### src/hw/rtl/pfe_pkg.sv
`timescale 1ns / 1ps
// ----------------------------------------------------------------------------
// pfe_pkg
// Shared codes, letter constants, control types and helper functions of the
// Playfair encoder.
// ----------------------------------------------------------------------------
package pfe_pkg;

   // Operation codes carried on the input channel.
   localparam logic [2:0] OP_BEGIN_KEY = 3'd0;
   localparam logic [2:0] OP_KEY_CHAR  = 3'd1;
   localparam logic [2:0] OP_KEY_DONE  = 3'd2;
   localparam logic [2:0] OP_TEXT_CHAR = 3'd3;
   localparam logic [2:0] OP_LINE_END  = 3'd4;

   localparam int unsigned CELLS   = 25;
   localparam int unsigned LETTERS = 26;

   // Letter indexes, 'A' is zero.
   localparam logic [4:0] IDX_I    = 5'd8;
   localparam logic [4:0] IDX_J    = 5'd9;
   localparam logic [4:0] IDX_X    = 5'd23;
   localparam logic [4:0] IDX_Y    = 5'd24;
   localparam logic [4:0] IDX_LAST = 5'd25;
   localparam logic [4:0] FILL_FULL = 5'd25;
   localparam logic [2:0] LAST_COL  = 3'd4;

   localparam logic [6:0] ASCII_A = 7'h41;

   // Commands from the controller to the datapath.
   typedef struct packed {
      logic begin_key;
      logic key_place;
      logic fill_start;
      logic fill_step;
      logic hold_letter;
      logic text_pair;
      logic eol_pair;
      logic eol_empty;
      logic out_load;
   } cmd_type;

   // Status from the datapath to the controller.
   typedef struct packed {
      logic letter_ok;
      logic pend_valid;
      logic fill_last;
   } sts_type;

   // Returns {is_letter, index} with J folded into I.
   function automatic logic [5:0] letter_of(input logic [7:0] c);
      logic [7:0] idx;
      logic       ok;
      idx = 8'd0;
      ok  = 1'b0;
      if (c >= 8'h61 && c <= 8'h7A) begin
         idx = c - 8'h61;
         ok  = 1'b1;
      end else if (c >= 8'h41 && c <= 8'h5A) begin
         idx = c - 8'h41;
         ok  = 1'b1;
      end
      if (idx[4:0] == IDX_J) begin
         idx = {3'd0, IDX_I};
      end
      return {ok, idx[4:0]};
   endfunction

   // Step a row or column index by one, wrapping at five.
   function automatic logic [2:0] next5(input logic [2:0] v);
      return (v == LAST_COL) ? 3'd0 : v + 3'd1;
   endfunction

   // Linear cell address row * 5 + col.
   function automatic logic [4:0] cell_addr(input logic [2:0] row, input logic [2:0] col);
      return {row, 2'b00} + {2'b00, row} + {2'b00, col};
   endfunction

endpackage

### src/hw/rtl/pfe_ctrl.sv
`timescale 1ns / 1ps
// ----------------------------------------------------------------------------
// pfe_ctrl
// Controller of the Playfair encoder: decodes operations, sequences the key
// fill and the encryption steps, and owns both channel handshakes.
// ----------------------------------------------------------------------------
module pfe_ctrl (
   input  logic             clock,
   input  logic             reset,
   input  logic             req_tvalid,
   output logic             req_tready,
   input  logic [2:0]       req_op,
   output logic             rsp_tvalid,
   input  logic             rsp_tready,
   output pfe_pkg::cmd_type cmd,
   input  pfe_pkg::sts_type sts
);
   import pfe_pkg::*;

   localparam logic [2:0] S_IDLE = 3'd0;
   localparam logic [2:0] S_FILL = 3'd1;
   localparam logic [2:0] S_POS  = 3'd2;
   localparam logic [2:0] S_CELL = 3'd3;
   localparam logic [2:0] S_OUT  = 3'd4;

   logic [2:0] state_ff, state_in;
   logic       valid_ff, valid_in;
   logic       accept;
   logic       out_free;

   assign req_tready = (state_ff == S_IDLE);
   assign accept     = req_tvalid && req_tready;
   assign out_free   = !valid_ff || rsp_tready;
   assign rsp_tvalid = valid_ff;

   always_comb begin
      state_in = state_ff;
      cmd      = '0;
      unique case (state_ff)
         S_IDLE: begin
            if (accept) begin
               unique case (req_op)
                  OP_BEGIN_KEY: cmd.begin_key = 1'b1;
                  OP_KEY_CHAR:  cmd.key_place = 1'b1;
                  OP_KEY_DONE: begin
                     cmd.fill_start = 1'b1;
                     state_in       = S_FILL;
                  end
                  OP_TEXT_CHAR: begin
                     if (sts.letter_ok && !sts.pend_valid) begin
                        cmd.hold_letter = 1'b1;
                     end else if (sts.letter_ok) begin
                        cmd.text_pair = 1'b1;
                        state_in      = S_POS;
                     end
                  end
                  OP_LINE_END: begin
                     if (sts.pend_valid) begin
                        cmd.eol_pair = 1'b1;
                        state_in     = S_POS;
                     end else begin
                        cmd.eol_empty = 1'b1;
                        state_in      = S_OUT;
                     end
                  end
                  default: ;
               endcase
            end
         end
         S_FILL: begin
            cmd.fill_step = 1'b1;
            if (sts.fill_last) begin
               state_in = S_IDLE;
            end
         end
         S_POS:  state_in = S_CELL;
         S_CELL: state_in = S_OUT;
         S_OUT: begin
            if (out_free) begin
               cmd.out_load = 1'b1;
               state_in     = S_IDLE;
            end
         end
         default: state_in = S_IDLE;
      endcase
   end

   always_comb begin
      valid_in = valid_ff;
      if (cmd.out_load) begin
         valid_in = 1'b1;
      end else if (rsp_tready) begin
         valid_in = 1'b0;
      end
   end

   always_ff @(posedge clock) begin
      if (reset) begin
         state_ff <= S_IDLE;
         valid_ff <= 1'b0;
      end else begin
         state_ff <= state_in;
         valid_ff <= valid_in;
      end
   end

endmodule

### src/hw/rtl/pfe_dp.sv
`timescale 1ns / 1ps
// ----------------------------------------------------------------------------
// pfe_dp
// Datapath of the Playfair encoder: letter square and position memories,
// key placement, pending letter and the output payload register.
// ----------------------------------------------------------------------------
module pfe_dp (
   input  logic             clock,
   input  logic             reset,
   input  logic [7:0]       req_char,
   input  pfe_pkg::cmd_type cmd,
   output pfe_pkg::sts_type sts,
   output logic [6:0]       first_letter,
   output logic [6:0]       second_letter,
   output logic             pair_valid,
   output logic             line_end
);
   import pfe_pkg::*;

   // Square holds letter indexes per cell; positions hold {row, col} per letter.
   logic [4:0] sq_mem  [CELLS];
   logic [5:0] pos_mem [LETTERS];

   logic [25:0] used_ff, used_in;
   logic [4:0]  fill_ff, fill_in;
   logic [2:0]  frow_ff, frow_in;
   logic [2:0]  fcol_ff, fcol_in;
   logic [4:0]  k_ff, k_in;
   logic        pend_ff, pend_in;
   logic [4:0]  pletter_ff, pletter_in;

   logic [4:0]  a_ff, b_ff;
   logic        pair_ff, eol_ff;
   logic [5:0]  pos_a_ff, pos_b_ff;
   logic [4:0]  sq_a_ff, sq_b_ff;
   logic [6:0]  first_ff, second_ff;
   logic        pv_ff, le_ff;

   logic [5:0]  lt;
   logic [4:0]  place_idx;
   logic        place_req, place_ok;
   logic [2:0]  r1, c1, r2, c2;
   logic [4:0]  addr1, addr2;
   logic        is_xx;
   logic [4:0]  e1, e2;

   assign lt            = letter_of(req_char);
   assign sts.letter_ok = lt[5];
   assign sts.pend_valid = pend_ff;
   assign sts.fill_last = (k_ff == IDX_LAST);

   assign place_req = (cmd.key_place && lt[5]) || cmd.fill_step;
   assign place_idx = cmd.fill_step ? k_ff : lt[4:0];
   assign place_ok  = place_req && (fill_ff < FILL_FULL) && !used_ff[place_idx];

   always_comb begin
      used_in    = used_ff;
      fill_in    = fill_ff;
      frow_in    = frow_ff;
      fcol_in    = fcol_ff;
      k_in       = k_ff;
      pend_in    = pend_ff;
      pletter_in = pletter_ff;
      if (cmd.begin_key) begin
         used_in    = 26'd1 << IDX_J;
         fill_in    = 5'd0;
         frow_in    = 3'd0;
         fcol_in    = 3'd0;
         pend_in    = 1'b0;
         pletter_in = 5'd0;
      end
      if (place_ok) begin
         used_in[place_idx] = 1'b1;
         fill_in = fill_ff + 5'd1;
         fcol_in = next5(fcol_ff);
         if (fcol_ff == LAST_COL) begin
            frow_in = frow_ff + 3'd1;
         end
      end
      if (cmd.fill_start) begin
         k_in = 5'd0;
      end else if (cmd.fill_step) begin
         k_in = k_ff + 5'd1;
      end
      if (cmd.hold_letter) begin
         pend_in    = 1'b1;
         pletter_in = lt[4:0];
      end
      if ((cmd.text_pair && lt[4:0] != pletter_ff) || cmd.eol_pair) begin
         pend_in    = 1'b0;
         pletter_in = 5'd0;
      end
   end

   always_ff @(posedge clock) begin
      if (reset) begin
         used_ff    <= 26'd1 << IDX_J;
         fill_ff    <= 5'd0;
         frow_ff    <= 3'd0;
         fcol_ff    <= 3'd0;
         k_ff       <= 5'd0;
         pend_ff    <= 1'b0;
         pletter_ff <= 5'd0;
      end else begin
         used_ff    <= used_in;
         fill_ff    <= fill_in;
         frow_ff    <= frow_in;
         fcol_ff    <= fcol_in;
         k_ff       <= k_in;
         pend_ff    <= pend_in;
         pletter_ff <= pletter_in;
      end
   end

   // Memory writes for a placed letter.
   always_ff @(posedge clock) begin
      if (place_ok) begin
         sq_mem[fill_ff]    <= place_idx;
         pos_mem[place_idx] <= {frow_ff, fcol_ff};
      end
   end

   // Pair capture at the accepting transfer.
   always_ff @(posedge clock) begin
      if (cmd.text_pair) begin
         a_ff    <= pletter_ff;
         b_ff    <= (lt[4:0] == pletter_ff) ? IDX_X : lt[4:0];
         pair_ff <= 1'b1;
         eol_ff  <= 1'b0;
      end else if (cmd.eol_pair) begin
         a_ff    <= pletter_ff;
         b_ff    <= IDX_X;
         pair_ff <= 1'b1;
         eol_ff  <= 1'b1;
      end else if (cmd.eol_empty) begin
         pair_ff <= 1'b0;
         eol_ff  <= 1'b1;
      end
   end

   // Position lookup, then square lookup; both read ports registered.
   always_ff @(posedge clock) begin
      pos_a_ff <= pos_mem[a_ff];
      pos_b_ff <= pos_mem[b_ff];
   end

   assign r1 = pos_a_ff[5:3];
   assign c1 = pos_a_ff[2:0];
   assign r2 = pos_b_ff[5:3];
   assign c2 = pos_b_ff[2:0];

   always_comb begin
      priority if (r1 == r2) begin
         addr1 = cell_addr(r1, next5(c1));
         addr2 = cell_addr(r2, next5(c2));
      end else if (c1 == c2) begin
         addr1 = cell_addr(next5(r1), c1);
         addr2 = cell_addr(next5(r2), c2);
      end else begin
         addr1 = cell_addr(r1, c2);
         addr2 = cell_addr(r2, c1);
      end
   end

   always_ff @(posedge clock) begin
      sq_a_ff <= sq_mem[addr1];
      sq_b_ff <= sq_mem[addr2];
   end

   assign is_xx = (a_ff == IDX_X) && (b_ff == IDX_X);
   assign e1    = is_xx ? IDX_Y : sq_a_ff;
   assign e2    = is_xx ? IDX_Y : sq_b_ff;

   always_ff @(posedge clock) begin
      if (cmd.out_load) begin
         first_ff  <= pair_ff ? ASCII_A + {2'b00, e1} : 7'd0;
         second_ff <= pair_ff ? ASCII_A + {2'b00, e2} : 7'd0;
         pv_ff     <= pair_ff;
         le_ff     <= eol_ff;
      end
   end

   assign first_letter  = first_ff;
   assign second_letter = second_ff;
   assign pair_valid    = pv_ff;
   assign line_end      = le_ff;

endmodule

### src/hw/rtl/playfair_cipher_encoder.sv
`timescale 1ns / 1ps
// ----------------------------------------------------------------------------
// playfair_cipher_encoder
// Playfair encryption of a filtered letter stream with an on-chip key square.
// ----------------------------------------------------------------------------
// Usage: each transfer on the req channel carries an operation in req_tuser
// and a raw ASCII byte in req_tdata. Begin-key, key-character and text
// characters that do not complete a pair produce no result. Key-complete
// walks the alphabet once, one letter per cycle, and req_tready stays low
// until the walk is done. A text character that completes a pair, or an
// end-of-line, produces exactly one rsp transfer: the cipher letters in
// rsp_tdata, pair_valid in rsp_tuser and line_end in rsp_tlast. A pair goes
// from its transfer through a position memory read, a square memory read
// and an output register load to rsp_tvalid, and the controller takes the
// next item only after that load, so one pair is done before the next is
// taken; the two sequential memory lookups set the pace. The result sits
// in an output register, so the next item is taken while it waits; if the
// receiver stalls, the following result waits in the controller and
// req_tready stays low until the output register frees. Reset clears the
// used-letter set (J only), the fill count and the pending letter; the
// square memories keep their contents until written, so a key must be
// built before any text is sent.
// ----------------------------------------------------------------------------
module playfair_cipher_encoder (
   input  logic        clock,
   input  logic        reset,
   input  logic        req_tvalid,
   output logic        req_tready,
   input  logic [7:0]  req_tdata,   // [7:0] char_in
   input  logic [2:0]  req_tuser,   // [2:0] op
   output logic        rsp_tvalid,
   input  logic        rsp_tready,
   output logic [15:0] rsp_tdata,   // [6:0] first_letter, [13:7] second_letter
   output logic        rsp_tuser,   // [0] pair_valid
   output logic        rsp_tlast    // line_end
);
   import pfe_pkg::*;

   cmd_type    cmd;
   sts_type    sts;
   logic [6:0] first_letter;
   logic [6:0] second_letter;

   // The controller decodes each op and runs the multi-cycle sequences.
   pfe_ctrl u_ctrl (
      .clock      (clock),
      .reset      (reset),
      .req_tvalid (req_tvalid),
      .req_tready (req_tready),
      .req_op     (req_tuser),
      .rsp_tvalid (rsp_tvalid),
      .rsp_tready (rsp_tready),
      .cmd        (cmd),
      .sts        (sts)
   );

   // The datapath holds the square, the pending letter and the result payload.
   pfe_dp u_dp (
      .clock         (clock),
      .reset         (reset),
      .req_char      (req_tdata),
      .cmd           (cmd),
      .sts           (sts),
      .first_letter  (first_letter),
      .second_letter (second_letter),
      .pair_valid    (rsp_tuser),
      .line_end      (rsp_tlast)
   );

   assign rsp_tdata = {2'b00, second_letter, first_letter};

endmodule

### config.mk
export PLATFORM = sky130hd
export DESIGN_NAME = playfair_cipher_encoder
export DESIGN_NICKNAME = d
export VERILOG_FILES = /design/src/hw/rtl/pfe_pkg.sv /design/src/hw/rtl/pfe_ctrl.sv /design/src/hw/rtl/pfe_dp.sv /design/src/hw/rtl/playfair_cipher_encoder.sv
export SDC_FILE = /design/constraint.sdc
export NUM_CORES = 1
export LEC_CHECK = 0
export BUFFER_PORTS_ARGS = -buffer_cell sky130_fd_sc_hd__buf_2
export CORE_AREA = 2 2 211 213
export CTS_BUF_LIST = sky130_fd_sc_hd__clkbuf_16
export CTS_CLUSTER_SIZE = 25
export DETAILED_ROUTE_END_ITERATION = 8
export DIE_AREA = 0 0 213 215
export RECOVER_POWER = 25
export SYNTH_ARGS = -nofsm -noshare
export SYNTH_HDL_FRONTEND = slang
export SYNTH_SLANG_ARGS = --single-unit
### constraint.sdc
create_clock -name clock -period 7.59 [get_ports clock]
set_clock_uncertainty 0.15 [all_clocks]
set_input_delay 1.518 -clock clock [delete_from_list [all_inputs] [get_ports clock]]
set_output_delay 1.518 -clock clock [all_outputs]
set_load 0.005 [all_outputs]
# After elaboration in Yosys (flattened, before gate mapping)

Memory sizes are Yosys's and may differ from the RTL's. A register that Yosys moved wholly into a read port is not among the register bits.
Index checks and enable logic that the tools add are counted.

Output and inout port bits: 20
Register bits after elaboration: 80
Input port bits: 15
Memories: 2
Bits in writable memories: 281

Memories:

| name         | words | bits a word | read ports | clocked after memory_dff | wr ports | line         | RTL |
|---|---|---|---|---|---|---|---|
| u_dp.pos_mem | 26    | 6           | 2          | 2                        | 1        | pfe_dp.sv:22 | `logic [5:0] pos_mem [LETTERS];` |
| u_dp.sq_mem  | 25    | 5           | 2          | 2                        | 1        | pfe_dp.sv:21 | `logic [4:0] sq_mem [CELLS];` |

Multiplexer cells: 69
Order comparisons: 7
Bitwise operators: 1
Eq/ne operators: 27
Add/subtract/negate cells: 22
Reductions and logical operators: 27

Operators by type and width:

| operator              | number |
|---|---|
| $mux W5               | 18 |
| $mux W3               | 18 |
| $mux W26              | 2 |
| $add A5 B3 Y5         | 10 |
| $or A26 B26 Y26       | 1 |
| $mux W1               | 23 |
| $eq A3 B3 Y1 const B  | 7 |
| $add A3 B1 Y3 const B | 6 |
| $ge A8 B7 Y1 const B  | 2 |
| $le A8 B7 Y1 const B  | 2 |
| $eq A5 B5 Y1 const B  | 3 |
| $pmux W3 S5           | 1 |
| $add A7 B5 Y7 const A | 2 |
| $eq A3 B2 Y1 const B  | 4 |
| $add A5 B1 Y5 const B | 2 |
| $logic_and A1 B1 Y1   | 10 |
| $reduce_bool A2 Y1    | 5 |
| $sub A5 B1 Y5 const B | 2 |
| $pmux W3 S3           | 1 |
| $mux W4               | 2 |
| $eq A3 B1 Y1 const B  | 2 |
| $eq A3 B3 Y1          | 2 |
| $logic_not A3 Y1      | 2 |
| $lt A5 B6 Y1 const B  | 1 |
| other kinds (16)      | 25 |

# Logic depth before layout (Yosys ltp)

Gate-level depths: netlist of run 1.

Word-level depth: 13
Depth in mapped cells: 15
Gate-level depth less buffers: 15

# By module

Synthesis of run 1 repeated with hierarchy kept, for this count alone.

Cells, all modules: 1420
Area, all modules: 19486.2 µm²

By module, submodules not included:

| module                  | sequential area each (µm²) | instances | area an instance (µm²) | cells an instance |
|---|---|---|---|---|
| pfe_dp                  | 10630.2                    | 1         | 19124.6                | 1376 |
| pfe_ctrl                | 80.1                       | 1         | 342.8                  | 41 |
| playfair_cipher_encoder | 0.0                        | 1         | 18.8                   | 3 |

# Least setup slack after synthesis of run 1

OpenSTA, ideal clock, no wires.

Path kind: input port to flip-flop
From: input req_tdata[0]
To: memory u_dp.pos_mem[20][0], enable pin
Data arrival time: 5.017 ns
Required time: 7.063 ns
Library setup time: 0.377 ns
Path slack: 2.046 ns
Stages on the path: 13
Path through: inv_1 ha_1 nor3b_1 xnor2_1 nor4_1 a21o_1 clkbuf_1 mux2i_1 a211oi_1 o21ai_1 nand3_1 clkbuf_1 nor3_1

Cells in the longest elaborated chain, start to end: 13
Elaborated cells on any way between the ends: 24
Classes of those cells: 2 x add/sub; 4 x order compare; 1 x eq/ne; 10 x mux; 7 x reduce/logical

RTL lines:

| element                                             | line                          | RTL |
|---|---|---|
| from (decl)                                         | playfair_cipher_encoder.sv:29 | `input logic [7:0] req_tdata,` |
| $ge A8 B7 Y1 / $le A8 B7 Y1 (equally long branches) | pfe_pkg.sv:59                 | `end else if (c >= 8'h41 && c <= 8'h5A) begin` |
| $logic_and A1 B1 Y1                                 | pfe_pkg.sv:59                 |  |
| $mux W5                                             | pfe_pkg.sv:59                 |  |
| $mux W5 (*)                                         | pfe_pkg.sv:56                 | `if (c >= 8'h61 && c <= 8'h7A) begin` |
| $eq A5 B4 Y1                                        | pfe_pkg.sv:63                 | `if (idx[4:0] == IDX_J) begin` |
| $mux W5 (*)                                         | pfe_pkg.sv:63                 |  |
| $mux W5 (*)                                         | pfe_dp.sv:53                  | `assign place_idx = cmd.fill_step ? k_ff : lt[4:0];` |
| via u_dp.place_idx[4]                               | pfe_dp.sv:40                  | `logic [4:0] place_idx;` |
| $bmux W1 S5                                         | pfe_dp.sv:54                  | `assign place_ok = place_req && (fill_ff < FILL_FULL) && !used_ff[place_idx];` |
| $mux W1 (implied by the code)                       | pfe_dp.sv:54                  |  |
| $logic_not A1 Y1                                    | pfe_dp.sv:54                  |  |
| $logic_and A1 B1 Y1                                 | pfe_dp.sv:54                  |  |
| $mux W1                                             | pfe_dp.sv:117                 | `if (place_ok) begin` |
| $mux W1 (implied by the code)                       | pfe_dp.sv:119                 | `pos_mem[place_idx] <= {frow_ff, fcol_ff};` |
| to (decl)                                           | pfe_dp.sv:22                  |  |

The timed path passes the listed nets; every way through them passes the cells marked *. The select of a mux whose other input is x is not followed.

# Worst setup path after layout of run 1

From: input req_tdata[0]
To: memory u_dp.pos_mem[16][2], enable pin

Cells in the longest elaborated chain, start to end: 13
Elaborated cells on any way between the ends: 24
Classes of those cells: 2 x add/sub; 4 x order compare; 1 x eq/ne; 10 x mux; 7 x reduce/logical

RTL lines:

| element                                             | line |
|---|---|
| $ge A8 B7 Y1 / $le A8 B7 Y1 (equally long branches) | pfe_pkg.sv:59 |
| $logic_and A1 B1 Y1                                 | pfe_pkg.sv:59 |
| $mux W5                                             | pfe_pkg.sv:59 |
| $mux W5                                             | pfe_pkg.sv:56 |
| $eq A5 B4 Y1                                        | pfe_pkg.sv:63 |
| $mux W5                                             | pfe_pkg.sv:63 |
| $mux W5                                             | pfe_dp.sv:53 |
| $bmux W1 S5                                         | pfe_dp.sv:54 |
| $mux W1 (implied by the code)                       | pfe_dp.sv:54 |
| $logic_not A1 Y1                                    | pfe_dp.sv:54 |
| $logic_and A1 B1 Y1                                 | pfe_dp.sv:54 |
| $mux W1                                             | pfe_dp.sv:117 |
| $mux W1 (implied by the code)                       | pfe_dp.sv:119 |

Several ways; a longest one is shown, not always the timed one. The select of a mux whose other input is x is not followed.

==> results of run 1 <==
-- area by class of cell --
| class | count | area [um^2] | area share [%] |
|---|---|---|---|
| Clock buffer | 43 | 1076 | 4.962 |
| Clock inverter | 34 | 302.8 | 1.396 |
| Inverter | 37 | 138.9 | 0.6405 |
| Multi-Input combinational cell | 932 | 8302 | 38.28 |
| Sequential cell | 382 | 10710 | 49.39 |
| Tap cell | 592 | 740.7 | 3.416 |
| Timing Repair Buffer | 69 | 414.1 | 1.910 |
-- metrics by stage --
stage	power [W]	setup WS, ns	cell area [um^2]	utilization [%]	hold slack, ns
after floorplan	0.003237	2.046	19460	-	0.2590
after global placement	0.003580	1.208	20330	46.58	0.2754
after detailed placement	0.003593	1.061	20330	46.58	0.2743
after CTS	0.005614	1.630	21710	49.74	0.2877
after global routing	0.005811	1.307	21680	49.69	0.3043
final	0.005594	1.542	21680	49.69	0.2819
-- power groups by stage --
| stage | Combinational [W] | Sequential [W] | Clock [W] |
|---|---|---|---|
| final | 0.00115 | 0.00241 | 0.00203 |
| after global routing | 0.00124 | 0.00242 | 0.00214 |
| after CTS | 0.00114 | 0.00241 | 0.00206 |
| after detailed placement | 0.00114 | 0.00246 | 0 |
| after global placement | 0.00112 | 0.00246 | 0 |
| after floorplan | 0.000798 | 0.00244 | 0 |
-- worst max-delay path, delay by kind of cell --
| kind | cells | cell delay, ns |
|---|---|---|
| AOI/OAI and AO/OA | 3 | 0.79 |
| xor gates and xnor gates | 1 | 0.38 |
| adders and majority gates | 1 | 0.27 |
| buffers and inverters | 4 | 1.05 |
| muxes | 1 | 0.31 |
| and+or+nand+nor | 4 | 1.73 |
-- worst max-delay path by stage --
| stage | from | to | slack (ns) | depth (start not counted) |
|---|---|---|---|---|
| after detailed placement | req_tdata[0] | u_dp.pos_mem[16][0] | 1.06 | 14 |
| after global routing | req_tdata[0] | u_dp.pos_mem[20][0] | 1.31 | 14 |
| after global placement | req_tdata[0] | u_dp.pos_mem[16][0] | 1.21 | 14 |
| after CTS | req_tdata[0] | u_dp.pos_mem[16][2] | 1.63 | 14 |
| after floorplan | req_tdata[0] | u_dp.pos_mem[20][0] | 2.05 | 13 |
| final | req_tdata[0] | u_dp.pos_mem[16][2] | 1.54 | 14 |
-- cells by family (layout without fill, tap and decap cells) --
| logic type | Yosys count | after routing | share of synthesized area, % |
|---|---|---|---|
| flops | 382 | 382 | 55.04 |
| simple gates | 376 | 376 | 9.877 |
| compound gates | 241 | 241 | 8.552 |
| mux | 221 | 221 | 18.29 |
| buf+inv | 129 | 183 | 2.649 |
| fa+ha+maj | 56 | 56 | 3.909 |
| xor+xnor | 36 | 36 | 1.659 |
| other cells | 1 | 2 | 0.01927 |
-- layout by cell type, fill, tap and decap left out, types with 17 or more instances in the layout --
cell type and instances:
mux2i_1 98, a21oi_1 46, buf_4 31, nand3_1 74, dfxtp_1 76, buf_2 31, nor3_1 42, clkbuf_16 43
xnor2_1 20, ha_1 48, o211ai_1 23, and3_1 36, mux2_2 17, inv_1 42, edfxtp_1 306, mux4_2 106
nor2_1 41, o21ai_0 36, a31oi_1 25, a211oi_1 21, nand2_1 99, o221ai_1 20
-- metal layers --
metal  wire length [um]  global-route usage (%)  vias up  share of wire (%)
met1              20620                   29.06     6394                 40
met4               2248                   9.790        0                4.4
met5                  0                       0        -                  0
li1                   -                       -     5751                  -
met3               3072                   4.048      107                6.0
met2              25070                   37.56      435                 49
-- flip-flops by register name, indices dropped and copies added, names as in the netlist, 6 cells and up --
signal / cells
u_dp.used_ff: 26
u_dp.pos_b_ff: 6
u_dp.sq_mem: 125
u_dp.first_letter: 6
u_dp.pos_a_ff: 6
u_dp.second_letter: 7
u_dp.pos_mem: 156
==> out/results.txt, run 1 <==
Status: complete, but fails checks
Failing checks: max-capacitance violations, max-slew violations
MaxCap Viol Count: 1
Max Slew Vio Count: 30
Leading area contributor after synthesis: edfxtp_1
Synth cell types: 74
Max Fanout on Critical Path: 37
Cts hold-fix bufs: 0
Kind of end point of the critical path: register
Die Area: 0.04580 mm^2
DR iter-0 viols: 1,096
Setup violators final: 0
Seq cells post-synth: 382
Fin crit share: 79.68%
Area of the mapped netlist: 0.01946 mm^2
Routed wire length per instance: 24.42 um
Relative slew margins: -0.8537%
Ys flop type: edfxtp_1
Std cell rows: 77
Most frequent cell after synthesis: edfxtp_1
Final Non-Filler Cells: 2,089
Global Route Usage Sum: 22.63%
Beginning of the worst hold path: u_dp.eol_ff
Commonest cells in the netlist: edfxtp_1, mux4_2, nand2_1
Internal power: 0.003962 W
Total number of yosys warnings: 0
Worst path arrival time: 6.07 ns
Fill count: 3,685
Startpoint Class: primary input
Worst Setup Path Type: primary input to register
Maximum vdd drop: 190.5 uV
Post-cts sizing count: 0
# IOs: 35
Sequential element share of the synthesized area: 55.04%
ANT nets after route: 0
Synth-to-layout area growth: 11.44%
Mapped Cells: 1,442
Setup repair bufs after CTS: 0
Placed Cells: 2,012
Clock-pin slew on the worst setup and hold paths: 0.06 ns
Worst Tran Pin Value: 1.513 ns
TritonCTS Sinks: 382
Setup Total Neg Slack: 0 ns
Combinational group share of total power: 20.6%
Initial Util: 44.59%
Final RePlAce weighted congestion: 0.9153
Tmin final: 6.048 ns
Share of layout cells above drive strength 1: 18.10%
Crit path cell chain: buf_2, inv_1, ha_1, xor2_1, nor2_1, a31oi_2, a21oi_4, inv_2, mux2i_1, o221ai_2, nor4_4, nand3_1, buf_4, nor3_1
Slack of the worst reg-to-reg path: 2.57 ns
Required time of the critical path: 7.62 ns
Switching Share: 29.18%
Number of H-tree levels: 2
Post-synth ARST share: 0%
Initial antenna violation count: 0
CTS buffer count: 42
Dominant cells by area after synthesis: edfxtp_1, mux4_2, dfxtp_1
Clock Latency Late Sink: 0.59 ns
First-pass GRT wire length: 77,630 um
Static Leak: 7.575 nW
Drt drc: 0
PwrDens: 258.0 mW/mm^2
Worst reg-to-reg path cell count: 13
Input/output buffers: 32
Mapped Avg Cell Area: 13.49 um^2
Switching power: 0.001632 W
Final hold violation count: 0
Largest net degree at the start of global routing: 55
Min-delay worst type: register to register
Via density: 6.073
Min-Delay Endpoint: u_dp.line_end
Routed vias: 12,687
Reg power frac: 43.2%
Reg2reg end: u_dp.pos_mem[16][2]
Fmax: 0.1654 GHz
RSZ-0062 raised after global routing: false
DP HPWL: 35,130 um
CP peak stage delay: 0.77 ns
CTS Buffer Depth: 3
Worst hold path stage count: 0
First-pass DRT Iterations: 5
CTS root buf: clkbuf_16
Remaining global-route overflow: 0
Die width: 213 um
Post-synth EDFFs: 306
CP max stage cell: nor3_1
Clock Power Share: 36.3%
Core box area: 0.04364 mm^2
Layout Nets: 1,535
Area fraction of the dominant cell type after synthesis: 47.22%
Critical R2R Launch: u_ctrl.state_ff[2]
Die Y: 215 um
Vias in the first global route: 12,839
CTS tree: built
Routed WL: 51,010 um
ANT cells: 0
Note: power is estimated with default switching activity, not from simulation.
==> inputs of run 2 (changes only) <==
ABC_AREA = 1   (was default)
CORE_AREA = 2 2 214 216   (was 2 2 211 213)
DIE_AREA = 0 0 216 218   (was 0 0 213 215)
clock period = 6.07 ns   (was 7.59 ns; I/O delays follow)
==> run 2 against run 1 <==
The run still ends with max-capacitance violations, max-slew violations left. Global-route usage up 2.2 points. Power increased by 32%. Synthesized cell count is 55% higher. Via count up 30%. Worst setup slack worse by 0.14 ns. Sequential power is 29% higher. Sequential share of layout area decreased by 0.34 points. Final cell count increased by 36%. Utilization decreased by 1.0 points. Clock-buffer cell count decreased by 2. First-iteration DRC count rose by 66%. Area after synthesis up 2.7%. Critical endpoint is now u_dp.pos_mem[25][0]. Largest cell class unchanged. Largest power group unchanged.
==> out/results.txt, run 2 <==
Status: complete, but fails checks (unchanged)
Failing checks: max-capacitance violations, max-slew violations (unchanged)
Total number of yosys warnings: 0 (unchanged)
# IOs: 35 (unchanged)
First-pass DRT Iterations: 6 (was 5)
Dominant cells by area after synthesis: edfxtp_1, o21ai_0, dfxtp_1 (was edfxtp_1, mux4_2, dfxtp_1)
Slack of the worst reg-to-reg path: 1.69 ns (was 2.57 ns)
Remaining global-route overflow: 0 (unchanged)
Layout Nets: 2,282 (was 1,535)
Min-delay worst type: register to register (unchanged)
Seq cells post-synth: 382 (unchanged)
DP HPWL: 38,200 um (was 35,130 um)
Setup crit end: u_dp.pos_mem[25][0] (was u_dp.pos_mem[16][2])
Fmax: 0.2143 GHz
Most frequent cell after synthesis: o21ai_0 (was edfxtp_1)
Required time of the critical path: 6.10 ns (was 7.62 ns)
Critical R2R Launch: u_dp.pos_b_ff[4] (was u_ctrl.state_ff[2])
Relative slew margins: -24.15% (was -0.8537%)
Die Area: 0.04709 mm^2 (was 0.04580 mm^2)
First-pass GRT wire length: 90,870 um (was 77,630 um)
Final RePlAce weighted congestion: 0.8962 (was 0.9153)
Static Leak: 8.174 nW (was 7.575 nW)
Placed Cells: 2,768 (was 2,012)
Max Slew Vio Count: 158 (was 30)
Worst Setup Path Type: primary input to register (unchanged)
Setup Total Neg Slack: 0 ns (unchanged)
Tmin final: 4.667 ns
Kind of end point of the critical path: register (unchanged)
Final hold violation count: 0 (unchanged)
Core box area: 0.04489 mm^2 (was 0.04364 mm^2)
Fill count: 4,222 (was 3,685)
Std cell rows: 78 (was 77)
Largest register FFs: 156 (unchanged)
Largest net degree at the start of global routing: 104 (was 55)
Die width: 216 um (was 213 um)
DR iter-0 viols: 1,819 (was 1,096)
Die Y: 218 um (was 215 um)
Max Fanout on Critical Path: 28 (was 37)
Largest Register: u_dp.pos_mem (unchanged)
Initial antenna violation count: 0 (unchanged)
Area fraction of the dominant cell type after synthesis: 45.97% (was 47.22%)
Most common cell after layout, fill and taps aside: o21ai_0 (was edfxtp_1)
MaxCap Viol Count: 5 (was 1)
Post-route cell area: 0.02184 mm^2 (was 0.02168 mm^2)
Mapped Cells: 2,242 (was 1,442)
Area post-placement: 0.02055 mm^2 (was 0.02033 mm^2)
Crit path cell chain: buf_2, inv_1, ha_1, nand2_1, o21ai_1, nand2_1, nor2_1, nor2_2, nand2_2, nand2_2, buf_4, nand2_1, nand2_1, nand2_1, nand2_1, nand2_1, nand2_1, nor2_4, nand2_4, clkinv_2, nand2_1, nor2_1 (was buf_2, inv_1, ha_1, xor2_1, nor2_1, a31oi_2, a21oi_4, inv_2, mux2i_1, o221ai_2, nor4_4, nand3_1, buf_4, nor3_1)
Input/output buffers: 32 (unchanged)
Post-cts sizing count: 0 (unchanged)
RSZ-0062 raised after global routing: false (unchanged)
CTS tree: built (unchanged)
Reg2reg end: u_dp.sq_b_ff[1] (was u_dp.pos_mem[16][2])
ANT cells: 0 (unchanged)
Fin crit share: 76.88%
Via density: 5.813 (was 6.073)
Clock Latency Late Sink: 0.56 ns (was 0.59 ns)
Worst Tran Pin Value: 1.862 ns (was 1.513 ns)
Synth-to-layout area growth: 9.232% (was 11.44%)
Maximum vdd drop: 240.4 uV (was 190.5 uV)
Most frequent cells in the layout: o21ai_0, edfxtp_1, nand2_1 (was edfxtp_1, mux4_2, nand2_1)
Worst setup path start: req_tdata[0] (unchanged)
Worst hold slack: 0.2995 ns (was 0.2819 ns)
Tot Pwr: 0.007395 W (was 0.005594 W)
Vias in the first global route: 15,753 (was 12,839)
Number of H-tree levels: 2 (unchanged)
Cts hold-fix bufs: 0 (unchanged)
Initial Util: 44.53% (was 44.59%)
Clock-pin slew on the worst setup and hold paths: 0.06 ns (about the same)
Final Non-Filler Cells: 2,840 (was 2,089)
Drt drc: 0 (unchanged)
Setup violators final: 0 (unchanged)
Global Route Usage Sum: 24.79% (was 22.63%)
Post-synth ARST share: 0% (unchanged)
Mapped Avg Cell Area: 8.916 um^2 (was 13.49 um^2)
Startpoint Class: primary input (unchanged)
ANT nets after route: 0 (unchanged)
Post-synth EDFFs: 306 (unchanged)
Routed vias: 16,508 (was 12,687)
Commonest cells in the netlist: o21ai_0, edfxtp_1, nand2_1 (was edfxtp_1, mux4_2, nand2_1)
Routed wire length per instance: 20.65 um (was 24.42 um)
Largest regs: u_dp.pos_mem (156), u_dp.sq_mem (125), u_dp.used_ff (26) (unchanged)
CP dominant cell by count: nand2_1
TritonCTS Sinks: 382 (unchanged)
CP max stage cell: nor2_1 (was nor3_1)
Worst path arrival time: 4.69 ns (was 6.07 ns)
Share of layout cells above drive strength 1: 6.473% (was 18.10%)
Worst reg-to-reg path cell count: 15 (was 13)
Synth cell types: 54 (was 74)
Sequential element share of the synthesized area: 53.58% (was 55.04%)
CP peak stage delay: 0.53 ns (was 0.77 ns)
Leading area contributor after synthesis: edfxtp_1 (unchanged)
PwrDens: 338.7 mW/mm^2 (was 258.0 mW/mm^2)
CTS root buf: clkbuf_16 (unchanged)
Ys flop type: edfxtp_1 (unchanged)
CTS buffer count: 41 (was 42)
CTS Buffer Depth: 3 (unchanged)
Routed WL: 58,660 um (was 51,010 um)
Setup repair bufs after CTS: 0 (unchanged)
Area of the mapped netlist: 0.01999 mm^2 (was 0.01946 mm^2)
-- run 2: cell types whose count changed in the layout (fill, tap and decap cells not counted), sizes merged, moves of 98 or more --
cell / previous run / this run
mux4: 106 / 0
nand2: 99 / 289
a21oi: 51 / 201
mux2i: 98 / 0
nor2: 42 / 243
inv: 47 / 216
o21ai: 38 / 377
-- run 2: critical path: cells and delay by family --
kind | cells | cell delay [ns]
and+or+nand+nor | 16 | 2.33
AOI/OAI and AO/OA | 1 | 0.11
adders and majority gates | 1 | 0.25
buffers and inverters | 4 | 0.79
-- run 2: report_power, final --
part / switching (W) / internal [W] / leakage (nW)
logic: 0.00129 / 0.000523 / 3.96
registers: 0.000117 / 0.00298 / 3.54
clock network: 0.00104 / 0.00144 / 0.674
-- run 2: cell type report --
| class | instances | area, um^2 | area share, % |
|---|---|---|---|
| repair buffers | 55 | 322.8 | 1.478 |
| clock buffers | 41 | 1026 | 4.699 |
| multi-input cells | 1521 | 7963 | 36.47 |
| flip-flops and latches | 382 | 10710 | 49.05 |
| inverters | 210 | 789.5 | 3.616 |
| clock inverters | 31 | 274.0 | 1.255 |
| well taps | 600 | 750.7 | 3.438 |
-- run 2: stage by stage --
step | setup WS [ns] | utilization [%]
floorplan | 1.829 | -
global placement | 1.066 | 45.78
detailed placement | 0.9466 | 45.78
CTS | 1.534 | 48.67
global route | 1.023 | 48.64
finish | 1.403 | 48.64
-- run 2: cells by family after synthesis --
| logic type | Yosys count | synth area share [%] |
|---|---|---|
| AOI/OAI and AO/OA | 712 | 19.47 |
| xor gates and xnor gates | 28 | 1.227 |
| and+or+nand+nor | 723 | 15.24 |
| buffers and inverters | 340 | 6.660 |
| adders and majority gates | 56 | 3.805 |
| other | 1 | 0.01876 |
| DFF | 382 | 53.58 |
-- run 2: how the worst min path moves through the flow --
stage	end	slack, ns	startpoint	cells after the start
2_1_floorplan	u_dp.line_end	0.25	u_dp.eol_ff	0
3_3_place_gp	u_dp.line_end	0.28	u_dp.eol_ff	0
3_5_place_dp	u_dp.line_end	0.28	u_dp.eol_ff	0
4_1_cts	u_dp.line_end	0.30	u_dp.eol_ff	0
5_1_grt	u_dp.line_end	0.32	u_dp.eol_ff	0
6_report	u_dp.line_end	0.30	u_dp.eol_ff	0
-- run 2: layer usage --
| metal | GRT usage, % | up-vias | wire (um) |
|---|---|---|---|
| li1 | - | 7785 | - |
| met1 | 34.23 | 7874 | 25600 |
| met2 | 40.03 | 737 | 26950 |
| met3 | 3.738 | 112 | 4282 |
| met4 | 8.493 | 0 | 1836 |
| met5 | 0 | - | 0 |
